--- config.mk ---
export PLATFORM = sky130hd
export DESIGN_NAME = lbp_window
export DESIGN_NICKNAME = d
export VERILOG_FILES = /design/src/rtl/core/lbp_pkg.sv /design/src/rtl/core/lbp_window.sv
export SDC_FILE = /design/constraint.sdc
export NUM_CORES = 1
export LEC_CHECK = 0
export ABC_AREA = 1
export ABC_CLOCK_PERIOD_IN_PS = 1600
export BUFFER_PORTS_ARGS = -buffer_cell sky130_fd_sc_hd__buf_2
export CAP_MARGIN = 20
export CORE_ASPECT_RATIO = 0.75
export CORE_MARGIN = 3
export CORE_UTILIZATION = 30
export DETAILED_ROUTE_END_ITERATION = 6
export PLACE_DENSITY = 0.48
export RECOVER_POWER = 25
export SYNTH_ARGS = -nofsm -noshare
export SYNTH_HDL_FRONTEND = slang
export SYNTH_SLANG_ARGS = --single-unit
--- constraint.sdc ---
create_clock -name clk -period 1.6 [get_ports clk]
set_clock_uncertainty 0.1 [all_clocks]
set_input_delay 0.08 -clock clk [delete_from_list [all_inputs] [get_ports clk]]
set_output_delay 0.08 -clock clk [all_outputs]
set_load 0.03 [all_outputs]
--- src/rtl/core/lbp_pkg.sv ---
// Shared constants and types for the 3x3 local binary pattern stream block.
package lbp_pkg;

  localparam int MAX_WIDTH  = 1024;
  localparam int MAX_HEIGHT = 4096;
  localparam int MIN_SIDE   = 3;

  localparam int PIX_W      = 8;
  localparam int COL_W      = $clog2(MAX_WIDTH);
  localparam int ROW_W      = $clog2(MAX_HEIGHT);
  localparam int FW_W       = 11;
  localparam int FH_W       = 13;
  localparam int LINE_W     = 2 * PIX_W;

  localparam int CFG_IDX_W  = 2;
  localparam int CFG_DATA_W = 13;

  localparam logic [CFG_IDX_W-1:0] CFG_FRAME_WIDTH  = CFG_IDX_W'(0);
  localparam logic [CFG_IDX_W-1:0] CFG_FRAME_HEIGHT = CFG_IDX_W'(1);

  localparam logic [FW_W-1:0] FW_RESET = FW_W'(640);
  localparam logic [FH_W-1:0] FH_RESET = FH_W'(480);

  localparam int FIFO_DEPTH = 3;
  localparam int FIFO_PTR_W = 2;
  localparam int FIFO_CNT_W = 2;

  typedef logic [PIX_W-1:0] pixel_t;

  typedef struct packed {
    logic valid;
    logic emit;
    logic last;
  } s1_ctrl_t;

  typedef struct packed {
    logic [7:0] code;
    logic       done;
  } result_t;

endpackage

--- src/rtl/core/lbp_window.sv ---
// 3x3 sliding window and LBP code compare stage.
module lbp_window (
  input  logic              clk,
  input  logic              rst_n,
  input  lbp_pkg::s1_ctrl_t ctrl,
  input  lbp_pkg::pixel_t   top_px,
  input  lbp_pkg::pixel_t   mid_px,
  input  lbp_pkg::pixel_t   new_px,
  output logic              push,
  output lbp_pkg::result_t  res
);
  import lbp_pkg::*;

  pixel_t win_r   [3][3];
  pixel_t win_nxt [3][3];
  pixel_t ctr;

  always_comb begin
    for (int i = 0; i < 3; i++) begin
      win_nxt[i][0] = win_r[i][1];
      win_nxt[i][1] = win_r[i][2];
    end
    win_nxt[0][2] = top_px;
    win_nxt[1][2] = mid_px;
    win_nxt[2][2] = new_px;
  end

  assign ctr = win_nxt[1][1];

  always_comb begin
    res.code[0] = win_nxt[0][0] >= ctr;
    res.code[1] = win_nxt[0][1] >= ctr;
    res.code[2] = win_nxt[0][2] >= ctr;
    res.code[3] = win_nxt[1][0] >= ctr;
    res.code[4] = win_nxt[1][2] >= ctr;
    res.code[5] = win_nxt[2][0] >= ctr;
    res.code[6] = win_nxt[2][1] >= ctr;
    res.code[7] = win_nxt[2][2] >= ctr;
    res.done    = ctrl.last;
  end

  assign push = ctrl.valid && ctrl.emit;

  always_ff @(posedge clk) begin
    if (!rst_n) begin
      for (int i = 0; i < 3; i++) begin
        for (int j = 0; j < 3; j++) begin
          win_r[i][j] <= '0;
        end
      end
    end else if (ctrl.valid) begin
      win_r <= win_nxt;
    end
  end

endmodule

==> reports/metrics.yaml <==
outcome:
  status: "complete, but fails checks"
  violations: "setup timing"
placed_design:
  dp_cells: 601
  port_buffers: 36
  place.gp.congestion: 0.765
  dp_worst_setup_slack_ns: 0.0329
  dp_hpwl_um: 5540
die:
  dieHeight_um: 95.7
  row_count: 32
  initial_utilization_pct: 31.0
  dieArea_sq_mm: 0.0120
  io_pins: 39
  die_w_um: 126
  core_sq_mm: 0.0104
critical_path:
  required_ns: 1.42
  critical-path-slowest-cell: "dfxtp_2"
  cp_slowest_stage_delay_ns: 0.32
  arrival_ns: 1.57
  critPathLaunchType: "flip-flop"
  worst_setup_path_end_kind: "output port"
  crit_type: "reg -> out"
  cp_cell_sequence: "inv_2 -> buf_12 -> ha_4 -> nand2_1 -> inv_1 -> nor2_1 -> o21a_1 -> nand2_2 -> buf_6"
  path_max_fanout: 6
  reg2regPathDepth: 3
power:
  leakagePower_nw: 2.09
  powerDensity_mw_per_mm2: 822
  p_sw_share_pct: 32.6
  combPwrFrac_pct: 34.5
  seq_power_share_pct: 35.7
  irDropWorstVdd_mv: 0.419
  switchingPower_mw: 1.23
  intPower_mw: 2.54
  clkPwrFrac_pct: 29.9
detailed_routing:
  final_antenna_net_count: 0
  routed.top_layer: "met4"
  firstDrtPassIters: 4
  dr.first_iter.drc_count: 83
  vias_per_cell: 4.61
  wl_met1_um: 4350
  totalWireLength_um: 8400
  remaining_drc_errors: 0
  wl_per_cell_um: 13.3
  routed-wl-met3_um: 272
  wl_met2_um: 3680
  vias: 2904
sta:
  rsz0062_at_grt: "yes"
  fin_tns_setup_ns: -1.08
  finalSetupViolations: 8
  setup_slack_ns: -0.149
  fmax_ghz: 0.572
  fin_crit_ns: 1.75
  tightestPinTransition_ns: 0.290
  finalHoldViolCount: 0
  fin_crit_sh_pct: 109
  hold_ws_ns: 0.00975
  slew_violations: 0
  maxSlewHeadroom_pct: 80.7
final_layout:
  fill_cells: 1043
  instances_no_fill: 630
  fin_util_pct: 44.3
  synthToLayoutAreaGrowth_pct: 42.6
  final_layout_size_suffix_gt1_share_pct: 33.4
  diodes: 0
  nNetsFinal: 587
min_path:
  whs_path_depth: 3
  hp-class: "in -> reg"
logic_synthesis:
  synth_area_per_cell_sq_um: 7.50
  synth_area_leader_cell: "dfxtp_1"
  yosys.cell_count.top_type: "nand2_1"
  synthCells: 429
  synth_seq_cells: 48
  synth_top_area_share_pct: 29.9
  syn_nets: 522
  synthArstFlopShare_pct: 0
  synth.distinct_cells: 19
  synth_common_cells: "79 x nand2_1, 73 x nor2_1, 64 x ha_1"
  yosysSeqAreaShare_pct: 29.9
  synth_area_sq_mm: 0.00322
  synth_ff_type: "dfxtp_1"
  yosysWarnings: 0
  synth_area_leaders: "dfxtp_1 30%, ha_1 25%, nand2_1 9.2%"
  synth_edf_count: 0
flow_run:
  drv_cap: 0
clock_network:
  clk_latency_ns: 0.29
  cts-buffers-inserted: 5
  cts_max_level: 2
  clk_pin_slew_ns: 0.07
  cts_root_buf: "clkbuf_16"
  cts_sinks: 48
  cts_buffer_depth: 2
  cts_tree: "built"
global_routing:
  gr-total-overflow: 0
  grt_pass1_wl_um: 14200
  antenna_found_initial: 0
  grt_usage_pct: 14.7
  grt_max_degree: 49
  grt_pass1_vias: 2918
cell families (layout without fill, tap and decap cells):
logic type	count (synthesis)	after routing	share of synthesized area, %
AOI/OAI and AO/OA	92	92	15.2
DFF	48	48	29.9
buffers and inverters	64	129	10.9
adders and majority gates	64	64	24.9
and+or+nand+nor	161	161	19.2
sequential cells by signal, indices dropped and copies added, names as in the netlist:
register / flops
ctr: 8
win_nxt: 40
critical path, delay by kind of cell, from the launching register on:
kind	cells	cell delay [ns]
fa+ha+maj	1	0.23
buf+inv	4	0.35
simple gates	3	0.21
compound gates	1	0.15
flops	1	0.32
layer usage:
layer | GRT usage [%] | vias to the layer above
met5 | 0 | -
met2 | 23.7 | 33
met1 | 20.1 | 1327
li1 | - | 1537
met3 | 3.33 | 7
met4 | 4.06 | 0
power by group through the flow:
stage               Combinational (mW)  Clock (mW)  Sequential (mW)
CTS                               1.16        1.17             1.34
finish                            1.30        1.13             1.34
global placement                 0.915           0             1.35
global route                      1.46        1.22             1.35
detailed placement               0.926           0             1.35
floorplan                        0.666           0             1.34
cell type report:
class / count / area (sq um) / share of cell area (%)
Clock buffer: 7 / 153 / 3.33
Tap cell: 136 / 170 / 3.71
Timing Repair Buffer: 74 / 664 / 14.5
Multi-Input combinational cell: 317 / 2440 / 53.3
Sequential cell: 48 / 967 / 21.1
Inverter: 48 / 190 / 4.14
metrics by stage:
stage          area, sq um  power [mW]
6_report              4590        3.77
4_1_cts               4390        3.67
2_1_floorplan         3220        2.01
3_3_place_gp          3560        2.26
5_1_grt               4590        4.04
3_5_place_dp          3560        2.28
final timing paths:
| check | startpoint | end | slack, ns |
|---|---|---|---|
| worst max register to register | ctr[4] | win_nxt[44] | 0.74 |
| worst max-delay path | ctr[7] | res[6] | -0.15 |
| worst min register to register | win_nxt[40] | win_nxt[40] | 0.36 |
| worst min-delay path | mid_px[5] | ctr[5] | 0.01 |
repair_timing:
action,in CTS,in global routing
endpoints found under the hold margin,20,0
pin swaps,37,38
endpoints found under the setup margin,8,8
buffers inserted,0,2
resized for setup,79,57
hold buffers,20,0
cells in the final DEF, fill, tap and decap left out, types with 20 or more instances in the layout:
cell type	synthesis	final
ha_1	64	35
buf_2	1	28
a21oi_1	36	31
o21ai_0	32	33
inv_1	47	36
nand2_2	0	38
ha_4	0	29
dlygate4sd3_1	0	20
dfxtp_1	48	43
nand2_1	79	40
nor2_1	73	69
No activity file was read; power rests on OpenSTA's default activity.
