===== src/rtl/core/lbp_pkg.sv =====
// Shared constants and types for the 3x3 local binary pattern stream block.
package lbp_pkg;

  localparam int MAX_WIDTH  = 1024;
  localparam int MAX_HEIGHT = 4096;
  localparam int MIN_SIDE   = 3;

  localparam int PIX_W      = 8;
  localparam int COL_W      = $clog2(MAX_WIDTH);
  localparam int ROW_W      = $clog2(MAX_HEIGHT);
  localparam int FW_W       = 11;
  localparam int FH_W       = 13;
  localparam int LINE_W     = 2 * PIX_W;

  localparam int CFG_IDX_W  = 2;
  localparam int CFG_DATA_W = 13;

  localparam logic [CFG_IDX_W-1:0] CFG_FRAME_WIDTH  = CFG_IDX_W'(0);
  localparam logic [CFG_IDX_W-1:0] CFG_FRAME_HEIGHT = CFG_IDX_W'(1);

  localparam logic [FW_W-1:0] FW_RESET = FW_W'(640);
  localparam logic [FH_W-1:0] FH_RESET = FH_W'(480);

  localparam int FIFO_DEPTH = 3;
  localparam int FIFO_PTR_W = 2;
  localparam int FIFO_CNT_W = 2;

  typedef logic [PIX_W-1:0] pixel_t;

  typedef struct packed {
    logic valid;
    logic emit;
    logic last;
  } s1_ctrl_t;

  typedef struct packed {
    logic [7:0] code;
    logic       done;
  } result_t;

endpackage


===== src/rtl/core/lbp_out_fifo.sv =====
// Small result queue that decouples the compare stage from the output channel.
module lbp_out_fifo (
  input  logic                           clk,
  input  logic                           rst_n,
  input  logic                           push,
  input  lbp_pkg::result_t               push_data,
  output logic                           out_valid,
  input  logic                           out_ready,
  output lbp_pkg::result_t               out_data,
  output logic [lbp_pkg::FIFO_CNT_W-1:0] count
);
  import lbp_pkg::*;

  result_t               mem_r [FIFO_DEPTH];
  logic [FIFO_PTR_W-1:0] wr_ptr_r, wr_ptr_nxt;
  logic [FIFO_PTR_W-1:0] rd_ptr_r, rd_ptr_nxt;
  logic [FIFO_CNT_W-1:0] cnt_r, cnt_nxt;
  logic                  pop;

  assign out_valid = (cnt_r != '0);
  assign out_data  = mem_r[rd_ptr_r];
  assign pop       = out_valid && out_ready;
  assign count     = cnt_r;

  always_comb begin
    wr_ptr_nxt = wr_ptr_r;
    rd_ptr_nxt = rd_ptr_r;
    cnt_nxt    = cnt_r;
    if (push) begin
      wr_ptr_nxt = (wr_ptr_r == FIFO_PTR_W'(FIFO_DEPTH - 1)) ? '0 : wr_ptr_r + 1'b1;
    end
    if (pop) begin
      rd_ptr_nxt = (rd_ptr_r == FIFO_PTR_W'(FIFO_DEPTH - 1)) ? '0 : rd_ptr_r + 1'b1;
    end
    case ({push, pop})
      2'b10:   cnt_nxt = cnt_r + 1'b1;
      2'b01:   cnt_nxt = cnt_r - 1'b1;
      default: cnt_nxt = cnt_r;
    endcase
  end

  always_ff @(posedge clk) begin
    if (push) begin
      mem_r[wr_ptr_r] <= push_data;
    end
  end

  always_ff @(posedge clk) begin
    if (!rst_n) begin
      wr_ptr_r <= '0;
      rd_ptr_r <= '0;
      cnt_r    <= '0;
    end else begin
      wr_ptr_r <= wr_ptr_nxt;
      rd_ptr_r <= rd_ptr_nxt;
      cnt_r    <= cnt_nxt;
    end
  end

endmodule


===== config.mk =====
export PLATFORM = sky130hd
export DESIGN_NAME = lbp_out_fifo
export DESIGN_NICKNAME = d
export VERILOG_FILES = /design/src/rtl/core/lbp_pkg.sv /design/src/rtl/core/lbp_out_fifo.sv
export SDC_FILE = /design/constraint.sdc
export NUM_CORES = 1
export LEC_CHECK = 0
export BUFFER_PORTS_ARGS = -buffer_cell sky130_fd_sc_hd__buf_2
export CAP_MARGIN = 20
export CORE_MARGIN = 5
export CORE_UTILIZATION = 35
export DETAILED_ROUTE_END_ITERATION = 8
export PLACE_DENSITY = 0.54
export SETUP_SLACK_MARGIN = 0.2
export SKIP_LAST_GASP = 1
export SLEW_MARGIN = 0
export SYNTH_ARGS = -nofsm -noshare
export SYNTH_HDL_FRONTEND = slang
export SYNTH_SLANG_ARGS = --single-unit

===== constraint.sdc =====
create_clock -name clk -period 2.55 [get_ports clk]
set_clock_uncertainty 0.05 [all_clocks]
set_input_delay 0.3825 -clock clk [delete_from_list [all_inputs] [get_ports clk]]
set_output_delay 0.3825 -clock clk [all_outputs]
set_load 0.005 [all_outputs]

==> results list <==
- The run finished with clean final reports.
- The design draws ~1.3 mW.
- In this run, synthesis produced a sequential element count of 35.
- Post-CTS timing repair inserted 0 buffers for setup.
- The tree is rooted in a sky130_fd_sc_hd__clkbuf_8.
* Category of the worst setup path launch point: flip-flop
- Global-route wire length before repair: 3520 µm
* Post-detailed-routing wire length: 2210 µm
- The routed design could run at a clock period as short as 1.88 ns.
- Number of endpoints with negative hold slack in the final report: 0
* Placed Cells incl. Taps: 163
* Area taken by flip-flops and latches: approximately 970 µm²
* Most crowded layer after global routing: met2
* Maxcap violations: 0
* Y dimension of the die: 71.2 µm
- Global routing consumed, on the met3 layer, 3.79% of the routing resources.
- The tree built by TritonCTS fans out to 35 sinks.
- For this run, global-route usage on met2 was measured as 15.9%.
* Total number of yosys warnings: 0
- Entering global routing, the biggest net connects 19 pins.
- Cell leakage power: just under 0.6 nW
- Number of placement rows: 22
- sky130_fd_sc_hd__edfxtp_1 takes more of the synthesized area than any other cell.
- TritonCTS built the clock tree.
- Setup violators final: 0
- Crit path capture type: output port
- Placement Cell Area: ~0.0015 mm²
- The initial utilization of the core area, before any placement, comes to 36.1%.
- Highest clock frequency the design can meet: 532 MHz
* Total via count after detailed routing: 786
* Area growth from synthesis to layout: 21.3%
* Number of cells produced by synthesis: 91
- Post-synthesis async set-or-reset flop share: 0%
- The number of slew-limit violations in the final report came to 0.
- Gates resized, CTS repair: 0
- After synthesis, flip-flops and latches occupy about three quarters of the total area.
- Full die area: 0.00507 mm²
- By startpoint and endpoint, the worst setup path is classified as reg2out.
* # port buffers: 24
* H-tree levels: 2
* Met1 routing resource usage after global routing: 9.46%
- For this run, design rule violations remaining after detail routing come to 0.
- In the final routed layout, each cell accounts on average for 12.9 µm.
- After floorplanning, the core was sized to cover 0.00363 mm².
- Setup TNS: 0 ns
- The number of antenna violations at the first check in global routing came to 0.
- Hold buffers post-CTS: 0
- Number of nets in the layout: 136
- GR Util All Layers: a little under a tenth
- The via count of the first global-routing pass is 750.
- Post-synthesis instance area: 0.00131 mm²
- The detailed router finished its first iteration with 9 violations.
- The commonest cells after synthesis are 27 x sky130_fd_sc_hd__edfxtp_1, 13 x sky130_fd_sc_hd__nand2_1, 9 x sky130_fd_sc_hd__mux2i_1.
- For this run, the detailed router's first-pass iteration total came to 4.
- Required time reported for the critical path endpoint: 2.12 ns
- Worst path arrival time: between 1 and 1.5 ns
- The share of synthesized area in the top cell type comes to 61.8%.
- The number of antenna diodes in the final layout is 0.
* Post-synth top flop: sky130_fd_sc_hd__edfxtp_1
* Number of enable-type register cells in the synthesized netlist: 27
- Worst Hold Class: in2reg
- Worst Tran Pin Value: 0.568 ns
- Layout cells sized above 1: 27.6%
* Final RePlAce weighted congestion: between 0.6 and 0.7
* Mean instance size in the synthesized netlist: around 14 µm²
- Counting the fill cells in the layout gives approximately 360.
- CTS buffer count: 5
* Top-count cell post-synth: sky130_fd_sc_hd__edfxtp_1
- Along the worst path, the maximum fanout reaches 9.
- The worst pin sits at a relative slew slack of 62.1%.
- Syn_nets: around 110
- Setup repair after global routing left no endpoint under its margin.
* Final cell count without fillers: 171
* Detail Route Antenna Nets: 0
- Share of the clock period used by the worst path: about three quarters
- Maximum count of clock buffers along a single path: 2
- The later pin in the worst-skew pair is clocked with a latency of 0.28 ns.
- In this run, distinct cell masters in the synthesized netlist total 21.
- Most area-consuming cells after synthesis: sky130_fd_sc_hd__edfxtp_1 62%, sky130_fd_sc_hd__dfxtp_1 12%, sky130_fd_sc_hd__mux2i_1 6.9%, sky130_fd_sc_hd__nand2_1 3.7%, sky130_fd_sc_hd__o21ai_1 2.3%
* Post-CTS clock slew at the launch and capture registers of the worst setup and hold paths: roughly 0.060 ns
* X dimension of the die: 71.2 µm
* Combined area of the multi-input logic cells: 320 µm²
* Remaining global-route overflow: 0
* Count of boundary I/O pins: 25
- The finished cells cover about 0.0016 mm².
* Ratio of total power to cell area: 843 mW/mm²
- Worst-case vdd ir drop: 0.000389 V
- Avg Vias per Cell: 4.60
-- final cells by class --
type	count	area share, %
sequential	35	61.0
multi-input combinational	51	20.1
timing repair buffer	27	8.96
clock buffer	7	5.42
tap	48	3.77
inverter	2	0.472
clock inverter	1	0.236
-- cell families after synthesis --
family / count (synthesis) / share of synthesized area, %
AOI/OAI and AO/OA: 16 / 7.05
xor gates and xnor gates: 2 / 1.33
adders and majority gates: 1 / 0.953
buffers and inverters: 5 / 1.62
DFF: 35 / 74.0
muxes: 9 / 6.86
and+or+nand+nor: 23 / 8.20
-- metrics by stage --
step	hold slack, ns	utilization (%)	setup slack, ns
2_1_floorplan	0.401	-	0.961
3_3_place_gp	0.423	41.3	0.925
3_5_place_dp	0.431	41.3	0.871
4_1_cts	0.240	43.8	0.601
5_1_grt	0.243	43.8	0.507
6_report	0.249	43.8	0.669
-- worst max-delay path: stages, from the launching register on --
cell                      delay, ns
sky130_fd_sc_hd__dfxtp_1       0.68
sky130_fd_sc_hd__mux2i_1       0.24
sky130_fd_sc_hd__o21ai_0       0.09
sky130_fd_sc_hd__buf_2         0.16
-- cells in the final DEF, fill, tap and decap left out, types with 3 or more instances in the layout --
| cell type | instances |
|---|---|
| sky130_fd_sc_hd__o21ai_1 | 6 |
| sky130_fd_sc_hd__buf_4 | 3 |
| sky130_fd_sc_hd__a21boi_1 | 3 |
| sky130_fd_sc_hd__buf_2 | 24 |
| sky130_fd_sc_hd__nand2_1 | 13 |
| sky130_fd_sc_hd__clkbuf_8 | 6 |
| sky130_fd_sc_hd__mux2i_1 | 9 |
| sky130_fd_sc_hd__o21ai_0 | 5 |
| sky130_fd_sc_hd__dfxtp_1 | 8 |
| sky130_fd_sc_hd__edfxtp_1 | 27 |
-- state kept, by name (all words and copies together) (netlist names), named ones only --
register	flops
count	2
mem_r	27
rd_ptr_r	2
wr_ptr_r	2
-- power by group --
group	internal (mW)	leakage, nW	switching, mW
clock	0.216	0.0459	0.178
sequential	0.663	0.315	0.0548
combinational	0.130	0.218	0.0999
total	1.01	0.579	0.333
-- metal layers --
| layer | vias to the layer above | wire (µm) |
|---|---|---|
| met3 | 8 | 134 |
| li1 | 391 | - |
| met2 | 17 | 1120 |
| met1 | 370 | 869 |
| met4 | 0 | 78 |
| met5 | - | 0 |
-- worst paths after layout --
check               startpoint     endpoint  slack (ns)  depth (start not counted)
setup / recovery     flip-flop  out_data[0]        0.67                          3
hold / removal    push_data[6]  mem_r[1][6]        0.25                          1
setup reg to reg      count[0]     count[1]        0.89                          5
hold reg to reg    rd_ptr_r[0]  rd_ptr_r[0]        0.44                          2
(Power assumes the default switching activity.)
